[src/sv/gptw_pkg.sv]
`timescale 1ns / 1ps
// shared types and constants for the guest page table walker
package gptw_pkg;

    localparam int unsigned AddrW = 32;

    // configuration register indexes
    localparam logic [1:0] CFG_PAGING_ON  = 2'd0;
    localparam logic [1:0] CFG_PAE_ON     = 2'd1;
    localparam logic [1:0] CFG_TABLE_ROOT = 2'd2;

    // item kinds on the input channel
    localparam logic FUNC_TRANSLATE = 1'b0;
    localparam logic FUNC_READ_RESP = 1'b1;

    // entry bits and address masks
    localparam int unsigned BitPresent = 0;
    localparam int unsigned BitPs      = 7;

    localparam logic [AddrW-1:0] NOT_MAPPED    = 32'hFFFF_FFFF;
    localparam logic [AddrW-1:0] ROOT_MASK     = 32'hFFFF_F000;
    localparam logic [AddrW-1:0] PAE_ROOT_MASK = 32'hFFFF_FFE0;
    localparam logic [AddrW-1:0] FRAME_4K_MASK = 32'hFFFF_F000;
    localparam logic [AddrW-1:0] FRAME_4M_MASK = 32'hFFC0_0000;
    localparam logic [AddrW-1:0] FRAME_2M_MASK = 32'hFFE0_0000;

    // walk position: idle or waiting for the entry of a table level
    typedef enum logic [1:0] {
        LVL_IDLE = 2'd0,
        LVL_1    = 2'd1,
        LVL_2    = 2'd2,
        LVL_3    = 2'd3
    } t_level;

    // decision for one accepted item
    typedef struct packed {
        logic             emit;
        logic             is_result;
        logic [AddrW-1:0] req_addr;
        logic [AddrW-1:0] phys_addr;
        logic             fault;
        t_level           next_level;
        logic [AddrW-1:0] next_vaddr;
    } t_walk_out;

endpackage

[src/sv/gptw_if.sv]
`timescale 1ns / 1ps
// channel interfaces: input items, result items, configuration writes

interface gptw_in_if;
    logic        valid;
    logic        ready;
    logic        func;
    logic [31:0] virt_addr;
    logic [31:0] read_data;
    modport source (output valid, func, virt_addr, read_data, input ready);
    modport sink   (input valid, func, virt_addr, read_data, output ready);
endinterface

interface gptw_out_if;
    logic        valid;
    logic        ready;
    logic        is_result;
    logic [31:0] req_addr;
    logic [31:0] phys_addr;
    logic        fault;
    modport source (output valid, is_result, req_addr, phys_addr, fault, input ready);
    modport sink   (input valid, is_result, req_addr, phys_addr, fault, output ready);
endinterface

interface gptw_cfg_if;
    logic        valid;
    logic        ready;
    logic [1:0]  index;
    logic [31:0] data;
    modport source (output valid, index, data, input ready);
    modport sink   (input valid, index, data, output ready);
endinterface

[src/sv/guest_page_table_walker_core.sv]
`timescale 1ns / 1ps
// top level of the guest page table walker
//
// channel     dir  handshake      payload
// i_req_ch    in   valid/ready    func, virt_addr, read_data
// o_rsp_ch    out  valid/ready    is_result, req_addr, phys_addr, fault
// i_cfg_ch    in   valid/ready    index (2b), data (32b); always ready
//
// one item per cycle while the output is not stalled: an item is decoded in the
// cycle it is offered and its result is in the output register from the accepting
// edge on; the output register holds its item under backpressure; a new item is
// taken whenever the output register is empty or being drained in the same cycle
// a read response that arrives while no walk is open produces no result
// reset (i_rst_n low, synchronous) clears the config registers, the walk
// level, the saved address and the output valid
module guest_page_table_walker_core
    import gptw_pkg::*;
(
    input  logic        i_clk,
    input  logic        i_rst_n,
    gptw_in_if.sink     i_req_ch,
    gptw_out_if.source  o_rsp_ch,
    gptw_cfg_if.sink    i_cfg_ch
);

    // config registers
    logic             r_paging_on;
    logic             r_pae_on;
    logic [AddrW-1:0] r_table_root;

    // walk state
    t_level           r_level;
    logic [AddrW-1:0] r_vaddr;

    // output register
    logic             r_out_valid;
    logic             r_out_is_result;
    logic [AddrW-1:0] r_out_req_addr;
    logic [AddrW-1:0] r_out_phys_addr;
    logic             r_out_fault;

    logic      n_out_valid;
    logic      in_accept;
    t_walk_out walk;

    // free to take an item when the result slot is empty or empties this cycle
    assign i_req_ch.ready = !r_out_valid || o_rsp_ch.ready;
    assign in_accept      = i_req_ch.valid && i_req_ch.ready;
    assign i_cfg_ch.ready = 1'b1;

    gptw_walk u_walk (
        .i_func       (i_req_ch.func),
        .i_virt_addr  (i_req_ch.virt_addr),
        .i_read_data  (i_req_ch.read_data),
        .i_level      (r_level),
        .i_vaddr      (r_vaddr),
        .i_paging_on  (r_paging_on),
        .i_pae_on     (r_pae_on),
        .i_table_root (r_table_root),
        .o_walk       (walk)
    );

    // slot stays full when stalled, refills on an emitting item
    always_comb begin
        n_out_valid = r_out_valid && !o_rsp_ch.ready;
        if (in_accept && walk.emit) begin
            n_out_valid = 1'b1;
        end
    end

    // config writes, index beyond the list is dropped
    always_ff @(posedge i_clk) begin
        if (!i_rst_n) begin
            r_paging_on  <= 1'b0;
            r_pae_on     <= 1'b0;
            r_table_root <= '0;
        end else if (i_cfg_ch.valid && i_cfg_ch.ready) begin
            case (i_cfg_ch.index)
                CFG_PAGING_ON:  r_paging_on  <= i_cfg_ch.data[0];
                CFG_PAE_ON:     r_pae_on     <= i_cfg_ch.data[0];
                CFG_TABLE_ROOT: r_table_root <= i_cfg_ch.data;
                default: ;
            endcase
        end
    end

    // walk state advances on every accepted item
    always_ff @(posedge i_clk) begin
        if (!i_rst_n) begin
            r_level     <= LVL_IDLE;
            r_vaddr     <= '0;
            r_out_valid <= 1'b0;
        end else begin
            r_out_valid <= n_out_valid;
            if (in_accept) begin
                r_level <= walk.next_level;
                r_vaddr <= walk.next_vaddr;
            end
        end
    end

    // result payload, no reset needed
    always_ff @(posedge i_clk) begin
        if (in_accept && walk.emit) begin
            r_out_is_result <= walk.is_result;
            r_out_req_addr  <= walk.req_addr;
            r_out_phys_addr <= walk.phys_addr;
            r_out_fault     <= walk.fault;
        end
    end

    assign o_rsp_ch.valid     = r_out_valid;
    assign o_rsp_ch.is_result = r_out_is_result;
    assign o_rsp_ch.req_addr  = r_out_req_addr;
    assign o_rsp_ch.phys_addr = r_out_phys_addr;
    assign o_rsp_ch.fault     = r_out_fault;

    // a read request never carries a translation or a fault
    a_req_clean: assert property (@(posedge i_clk) disable iff (!i_rst_n)
        r_out_valid && !r_out_is_result |-> !r_out_fault && r_out_phys_addr == '0)
        else $error("read request with result fields set");

    // a fault always reports the unmapped address
    a_fault_addr: assert property (@(posedge i_clk) disable iff (!i_rst_n)
        r_out_valid && r_out_fault |-> r_out_is_result && r_out_phys_addr == NOT_MAPPED)
        else $error("fault without unmapped address");

    // with paging off a translation finishes in one step
    a_passthru: assert property (@(posedge i_clk) disable iff (!i_rst_n)
        in_accept && i_req_ch.func == FUNC_TRANSLATE && !r_paging_on
        |=> r_out_valid && r_out_is_result && r_level == LVL_IDLE)
        else $error("paging-off translation did not finish");

    // a stray response leaves the walker idle and produces nothing new
    a_stray_resp: assert property (@(posedge i_clk) disable iff (!i_rst_n)
        in_accept && i_req_ch.func == FUNC_READ_RESP && r_level == LVL_IDLE
        |=> r_level == LVL_IDLE && r_out_valid == $past(r_out_valid && !o_rsp_ch.ready))
        else $error("response while idle changed state");

    // a finished translation closes the walk
    a_close_walk: assert property (@(posedge i_clk) disable iff (!i_rst_n)
        in_accept && walk.emit && walk.is_result |=> r_level == LVL_IDLE)
        else $error("walk still open after result");

endmodule

[src/sv/gptw_walk.sv]
`timescale 1ns / 1ps
// one step of the walk: decodes an item against the walk state
module gptw_walk
    import gptw_pkg::*;
(
    input  logic             i_func,
    input  logic [AddrW-1:0] i_virt_addr,
    input  logic [AddrW-1:0] i_read_data,
    input  t_level           i_level,
    input  logic [AddrW-1:0] i_vaddr,
    input  logic             i_paging_on,
    input  logic             i_pae_on,
    input  logic [AddrW-1:0] i_table_root,
    output t_walk_out        o_walk
);

    always_comb begin
        o_walk            = '0;
        o_walk.next_level = i_level;
        o_walk.next_vaddr = i_vaddr;

        if (i_func == FUNC_TRANSLATE) begin
            o_walk.emit       = 1'b1;
            o_walk.next_vaddr = i_virt_addr;
            if (!i_paging_on) begin
                o_walk.is_result  = 1'b1;
                o_walk.phys_addr  = i_virt_addr;
                o_walk.next_level = LVL_IDLE;
            end else begin
                o_walk.next_level = LVL_1;
                if (i_pae_on) begin
                    o_walk.req_addr = (i_table_root & PAE_ROOT_MASK)
                                    + {27'b0, i_virt_addr[31:30], 3'b0};
                end else begin
                    o_walk.req_addr = (i_table_root & ROOT_MASK)
                                    + {20'b0, i_virt_addr[31:22], 2'b0};
                end
            end
        end else if (i_level != LVL_IDLE) begin
            o_walk.emit = 1'b1;
            if (!i_read_data[BitPresent]) begin
                o_walk.is_result  = 1'b1;
                o_walk.phys_addr  = NOT_MAPPED;
                o_walk.fault      = 1'b1;
                o_walk.next_level = LVL_IDLE;
            end else if (i_pae_on) begin
                case (i_level)
                    LVL_1: begin
                        o_walk.req_addr   = (i_read_data & FRAME_4K_MASK)
                                          + {20'b0, i_vaddr[29:21], 3'b0};
                        o_walk.next_level = LVL_2;
                    end
                    LVL_2: begin
                        if (i_read_data[BitPs]) begin
                            o_walk.is_result  = 1'b1;
                            o_walk.phys_addr  = (i_read_data & FRAME_2M_MASK)
                                              + {11'b0, i_vaddr[20:0]};
                            o_walk.next_level = LVL_IDLE;
                        end else begin
                            o_walk.req_addr   = (i_read_data & FRAME_4K_MASK)
                                              + {20'b0, i_vaddr[20:12], 3'b0};
                            o_walk.next_level = LVL_3;
                        end
                    end
                    default: begin
                        o_walk.is_result  = 1'b1;
                        o_walk.phys_addr  = (i_read_data & FRAME_4K_MASK)
                                          + {20'b0, i_vaddr[11:0]};
                        o_walk.next_level = LVL_IDLE;
                    end
                endcase
            end else begin
                case (i_level)
                    LVL_1: begin
                        if (i_read_data[BitPs]) begin
                            o_walk.is_result  = 1'b1;
                            o_walk.phys_addr  = (i_read_data & FRAME_4M_MASK)
                                              + {10'b0, i_vaddr[21:0]};
                            o_walk.next_level = LVL_IDLE;
                        end else begin
                            o_walk.req_addr   = (i_read_data & FRAME_4K_MASK)
                                              + {20'b0, i_vaddr[21:12], 2'b0};
                            o_walk.next_level = LVL_2;
                        end
                    end
                    default: begin
                        o_walk.is_result  = 1'b1;
                        o_walk.phys_addr  = (i_read_data & FRAME_4K_MASK)
                                          + {20'b0, i_vaddr[11:0]};
                        o_walk.next_level = LVL_IDLE;
                    end
                endcase
            end
        end
    end

endmodule
[src/flat_wrapper.sv]
// flat-port wrapper written by rule: the top's interface ports become plain ports
module guest_page_table_walker_core_flat import gptw_pkg::*;
  (i_clk, i_rst_n, i_req_ch_valid, i_req_ch_func, i_req_ch_virt_addr, i_req_ch_read_data, i_req_ch_ready, o_rsp_ch_valid, o_rsp_ch_is_result, o_rsp_ch_req_addr, o_rsp_ch_phys_addr, o_rsp_ch_fault, o_rsp_ch_ready, i_cfg_ch_valid, i_cfg_ch_index, i_cfg_ch_data, i_cfg_ch_ready);
  gptw_in_if i_req_ch_i ();
  gptw_out_if o_rsp_ch_i ();
  gptw_cfg_if i_cfg_ch_i ();
  input  logic i_clk;
  input  logic i_rst_n;
  input wire logic [$bits(i_req_ch_i.valid)-1:0] i_req_ch_valid;
  input wire logic [$bits(i_req_ch_i.func)-1:0] i_req_ch_func;
  input wire logic [$bits(i_req_ch_i.virt_addr)-1:0] i_req_ch_virt_addr;
  input wire logic [$bits(i_req_ch_i.read_data)-1:0] i_req_ch_read_data;
  output wire logic [$bits(i_req_ch_i.ready)-1:0] i_req_ch_ready;
  output wire logic [$bits(o_rsp_ch_i.valid)-1:0] o_rsp_ch_valid;
  output wire logic [$bits(o_rsp_ch_i.is_result)-1:0] o_rsp_ch_is_result;
  output wire logic [$bits(o_rsp_ch_i.req_addr)-1:0] o_rsp_ch_req_addr;
  output wire logic [$bits(o_rsp_ch_i.phys_addr)-1:0] o_rsp_ch_phys_addr;
  output wire logic [$bits(o_rsp_ch_i.fault)-1:0] o_rsp_ch_fault;
  input wire logic [$bits(o_rsp_ch_i.ready)-1:0] o_rsp_ch_ready;
  input wire logic [$bits(i_cfg_ch_i.valid)-1:0] i_cfg_ch_valid;
  input wire logic [$bits(i_cfg_ch_i.index)-1:0] i_cfg_ch_index;
  input wire logic [$bits(i_cfg_ch_i.data)-1:0] i_cfg_ch_data;
  output wire logic [$bits(i_cfg_ch_i.ready)-1:0] i_cfg_ch_ready;
  assign i_req_ch_i.valid = i_req_ch_valid;
  assign i_req_ch_i.func = i_req_ch_func;
  assign i_req_ch_i.virt_addr = i_req_ch_virt_addr;
  assign i_req_ch_i.read_data = i_req_ch_read_data;
  assign i_req_ch_ready = i_req_ch_i.ready;
  assign o_rsp_ch_valid = o_rsp_ch_i.valid;
  assign o_rsp_ch_is_result = o_rsp_ch_i.is_result;
  assign o_rsp_ch_req_addr = o_rsp_ch_i.req_addr;
  assign o_rsp_ch_phys_addr = o_rsp_ch_i.phys_addr;
  assign o_rsp_ch_fault = o_rsp_ch_i.fault;
  assign o_rsp_ch_i.ready = o_rsp_ch_ready;
  assign i_cfg_ch_i.valid = i_cfg_ch_valid;
  assign i_cfg_ch_i.index = i_cfg_ch_index;
  assign i_cfg_ch_i.data = i_cfg_ch_data;
  assign i_cfg_ch_ready = i_cfg_ch_i.ready;
  guest_page_table_walker_core u_core (.i_clk(i_clk), .i_rst_n(i_rst_n), .i_req_ch(i_req_ch_i), .o_rsp_ch(o_rsp_ch_i), .i_cfg_ch(i_cfg_ch_i));
endmodule
[config.mk]
export PLATFORM = sky130hd
export DESIGN_NAME = guest_page_table_walker_core_flat
export DESIGN_NICKNAME = d
export VERILOG_FILES = /design/src/sv/gptw_pkg.sv /design/src/sv/gptw_if.sv /design/src/sv/guest_page_table_walker_core.sv /design/src/sv/gptw_walk.sv /design/src/flat_wrapper.sv
export SDC_FILE = /design/constraint.sdc
export NUM_CORES = 1
export LEC_CHECK = 0
export BUFFER_PORTS_ARGS = -buffer_cell sky130_fd_sc_hd__buf_2
export CORE_MARGIN = 2
export CORE_UTILIZATION = 56
export DETAILED_ROUTE_END_ITERATION = 10
export GPL_TIMING_DRIVEN = 0
export PLACE_DENSITY = 0.9
export SYNTH_ARGS = -nofsm -noshare
export SYNTH_HDL_FRONTEND = slang
export SYNTH_SLANG_ARGS = --single-unit
[constraint.sdc]
create_clock -name i_clk -period 6.32 [get_ports i_clk]
set_input_delay 0.632 -clock i_clk [delete_from_list [all_inputs] [get_ports i_clk]]
set_output_delay 0.632 -clock i_clk [all_outputs]
set_load 0.1 [all_outputs]
==> reports/summary.md <==
After synthesis, flip-flops and latches occupy 54.6% of the total area. The top-area cell type share of the netlist area was 33.2%; the number of cell instances on the worst register-to-register path was 7. The final global-route overflow total is 0. Counting I/O delays and the setup requirement, the final critical path takes 2.18 ns. The later pin in the worst-skew pair is clocked with a latency of 0.53 ns. Clock tree synthesis selected as its root buffer the cell sky130_fd_sc_hd__clkbuf_8. Input and output buffers added on the ports amount to 152.

Synthesis handed over a netlist of 593 instances. Data on the critical path is required at its endpoint by 5.69 ns. For the max-slew headroom at the worst pin, the log shows 40.2%.

The worst setup path is captured at an output port. The number of antenna-violating nets in the routed design was 0. The highest-delay cell along the critical path was sky130_fd_sc_hd__buf_2. The overall fraction of global-route tracks in use is 30.0%. In the layout the commonest cells are sky130_fd_sc_hd__buf_2 (170), sky130_fd_sc_hd__nand2_1 (153), sky130_fd_sc_hd__edfxtp_1 (64). Gates resized during post-CTS repair numbered 0.

The sum of negative setup slack came out at 0 ns. Each instance of the synthesized netlist takes up on average 9.78 um2. The number of failing hold endpoints at the final stage was 0; the worst-case clock buffer depth was 2. Of the cells placed in the final design, the portion with a size suffix greater than 1 is 28.2%. In this run the worst hold path is classified as primary input to flip-flop. Ranked by total cell area, the synthesized netlist is headed by sky130_fd_sc_hd__edfxtp_1 (33%), sky130_fd_sc_hd__dfxtp_1 (21%), sky130_fd_sc_hd__nand2_1 (9.9%). The area growth from synthesis to layout is 25.9%, and the endpoint arrival time on the critical path is 1.54 ns. The final route contains 5324 vias. The ratio of final minimum period to clock period works out to 34.4%.

The total power per unit cell area is 305 mW/mm2. In the final routed layout, each cell accounts on average for 18.1 um. Clock skew on the completed layout was measured at 0.00733 ns. The longest individual stage delay on the worst path was 0.44 ns.

The instance count along the most critical hold path is 3. The setup check on the worst reg-to-reg path leaves a slack of 4.24 ns. The tools report the number of global-route vias before repair as 5137. The I/O pin count is 173, and the number of clock sinks is 126. Setup violations remaining at the end of the flow were counted as 0. The tools report the first-pass GRT wire length as 25600 um. The signal on the critical path passes through nor2b_1, inv_1, buf_2.

The setup path with the least slack is of type flip-flop to output port. The core outline area is 0.0102 mm2, and the layout filler cell count is 763. Entering global routing, the biggest net connects 70 pins. The initial utilization of the core area, before any placement, comes to 56.9%. Post-CTS timing repair inserted 0 buffers for setup.

In this run the vertical extent of the chip is 106 um. For this block, the routed nets add up to 16500 um of wire. After clock tree synthesis, the clock-pin slew on the worst setup and hold paths is 0.06 ns. TritonCTS built the clock tree. For the detailed-route DRC error count, the log shows 0.

Leaving out fill and tap cells, the most frequent cell in the layout is sky130_fd_sc_hd__buf_2. For the placer's final routability congestion estimate, the log shows 0.904. The Yosys step of the flow raised 0 warnings. For the number of pins with negative max-slew slack in the final report, the log shows 0. The number of buffers added by the clock tree synthesis step is 17.

The pre-antenna-repair detailed-routing pass consisted of 7 iterations. The antenna diode instance count is 0, and the number of DRC markers after the initial detailed-route iteration is 518. The horizontal die dimension is 106 um. The tools report the achievable frequency as 0.459 GHz.

Detailed placement finished with a half-perimeter wire length of 11700 um. The number of distinct standard cells referenced by the synthesized netlist was 43; the max capacitance violation total was 0. Setup repair after global routing left no endpoint under its margin. The worst supply voltage drop on vdd is 0.171 mV. Row generation in the floorplan step produced 37 rows. The quantity of hold-fixing buffers added after cts is 0, and the critical-path maximum fanout is 3. In the routed layout, each cell is associated on average with a via count of 5.84.

For this design the static power due to leakage is 2.89 nW. The flow ran to the end, and the final reports show no timing, DRC or antenna violations. The final design utilization was 71.6%. The worst setup path is launched from a flip-flop.

The cell area that synthesis handed to floorplanning was 0.00580 mm2. The post-synthesis sequential element count came out at 126. The cell accounting for the most synthesized area is sky130_fd_sc_hd__edfxtp_1. The run gives 4 as the H-tree level count.

The run gives 0 as the number of antenna violations at the first check in global routing. Net count reported at finish: 874. At the pin with the least slew margin, the transition time is 0.897 ns.

The die covers 0.0112 mm2.
-- cell usage after synthesis (all sizes together) --
master and n:
nand3 2, nor3b 3, a22o 20, o21a 1
and2b 1, o32ai 9, nor2b 7, and3 1
a21oi 27, a221oi 18, mux2i 11, dfxtp 62
edfxtp 64, o211ai 1, o21ai 39, and3b 1
o31ai 9, nand3b 2, ha 5, a21boi 57
nand2 153, inv 14, nand4 2, buf 28
and2 2, nor2 15, a31oi 11, clkbuf 21
a31o 1, conb 2, clkinv 1, nand2b 3
-- layout make-up --
type	instances	area (um2)	area share (%)
Clock buffer	22	473	6.48
Inverter	15	56.3	0.772
Sequential cell	126	3160	43.3
Tap cell	136	170	2.33
Multi-Input combinational cell	404	2330	32.0
Buffer	49	253	3.46
Timing Repair Buffer	152	761	10.4
Clock inverter	8	88.8	1.22
-- final timing paths --
kind | from | end
worst max-delay path | u_core.o_rsp_ch.valid$_SDFF_PN0_ | i_req_ch_ready
worst min-delay path | i_cfg_ch_data[22] | u_core.r_table_root[22]$_SDFFE_PN0P_
worst max register to register | u_core.r_level[1]$_SDFFE_PN0P_ | u_core.o_rsp_ch.phys_addr[22]$_DFFE_PP_
worst min register to register | u_core.r_table_root[5]$_SDFFE_PN0P_ | u_core.r_table_root[5]$_SDFFE_PN0P_
-- critical path, delay by kind of cell (launching register included) --
kind,cells,cell delay (ns)
simple gates,1,0.16
flops,1,0.31
buf+inv,2,0.55
-- layer usage --
layer  track usage (%)  share of wire [%]  vias to the layer above
met2              49.5                 48                      340
li1                  -                  -                     2461
met5                 0                  0                        -
met3              9.21                 12                       57
met4              11.5                2.7                        0
met1              36.8                 38                     2466
-- report_power, final --
group	switching, mW	internal [mW]
clock	0.335	0.593
combinational	0.295	0.0784
sequential	0.0180	0.905
total	0.648	1.58
-- logic make-up (layout without fill, tap and decap cells) --
| group | Yosys count | in the layout | synth area share (%) |
|---|---|---|---|
| flops | 126 | 126 | 54.6 |
| buf+inv | 64 | 246 | 5.27 |
| mux | 11 | 11 | 1.90 |
| fa+ha+maj | 5 | 5 | 1.08 |
| compound gates | 193 | 193 | 23.2 |
| other cells | 2 | 3 | 0.130 |
| simple gates | 192 | 192 | 13.8 |
-- sequential cells by signal, summed over array words and instances (netlist names), 2 cells and up --
name and cells:
u_core.r_table_root 27, u_core.o_rsp_ch.phys_addr 32, u_core.r_level 2, u_core.r_vaddr 30
u_core.o_rsp_ch.req_addr 30
-- per-stage QoR --
stage,setup slack [ns],instance area [um2],hold WS (ns),std cells,power (mW)
5_1_grt,4.04,7300,0.340,912,2.28
3_5_place_dp,3.97,6740,0.451,882,1.31
4_1_cts,4.14,7300,0.334,912,2.22
6_report,4.14,7300,0.346,912,2.22
2_1_floorplan,2.13,5800,0.435,594,1.21
3_3_place_gp,2.24,6730,0.442,882,1.30
(Power assumes the default switching activity.)
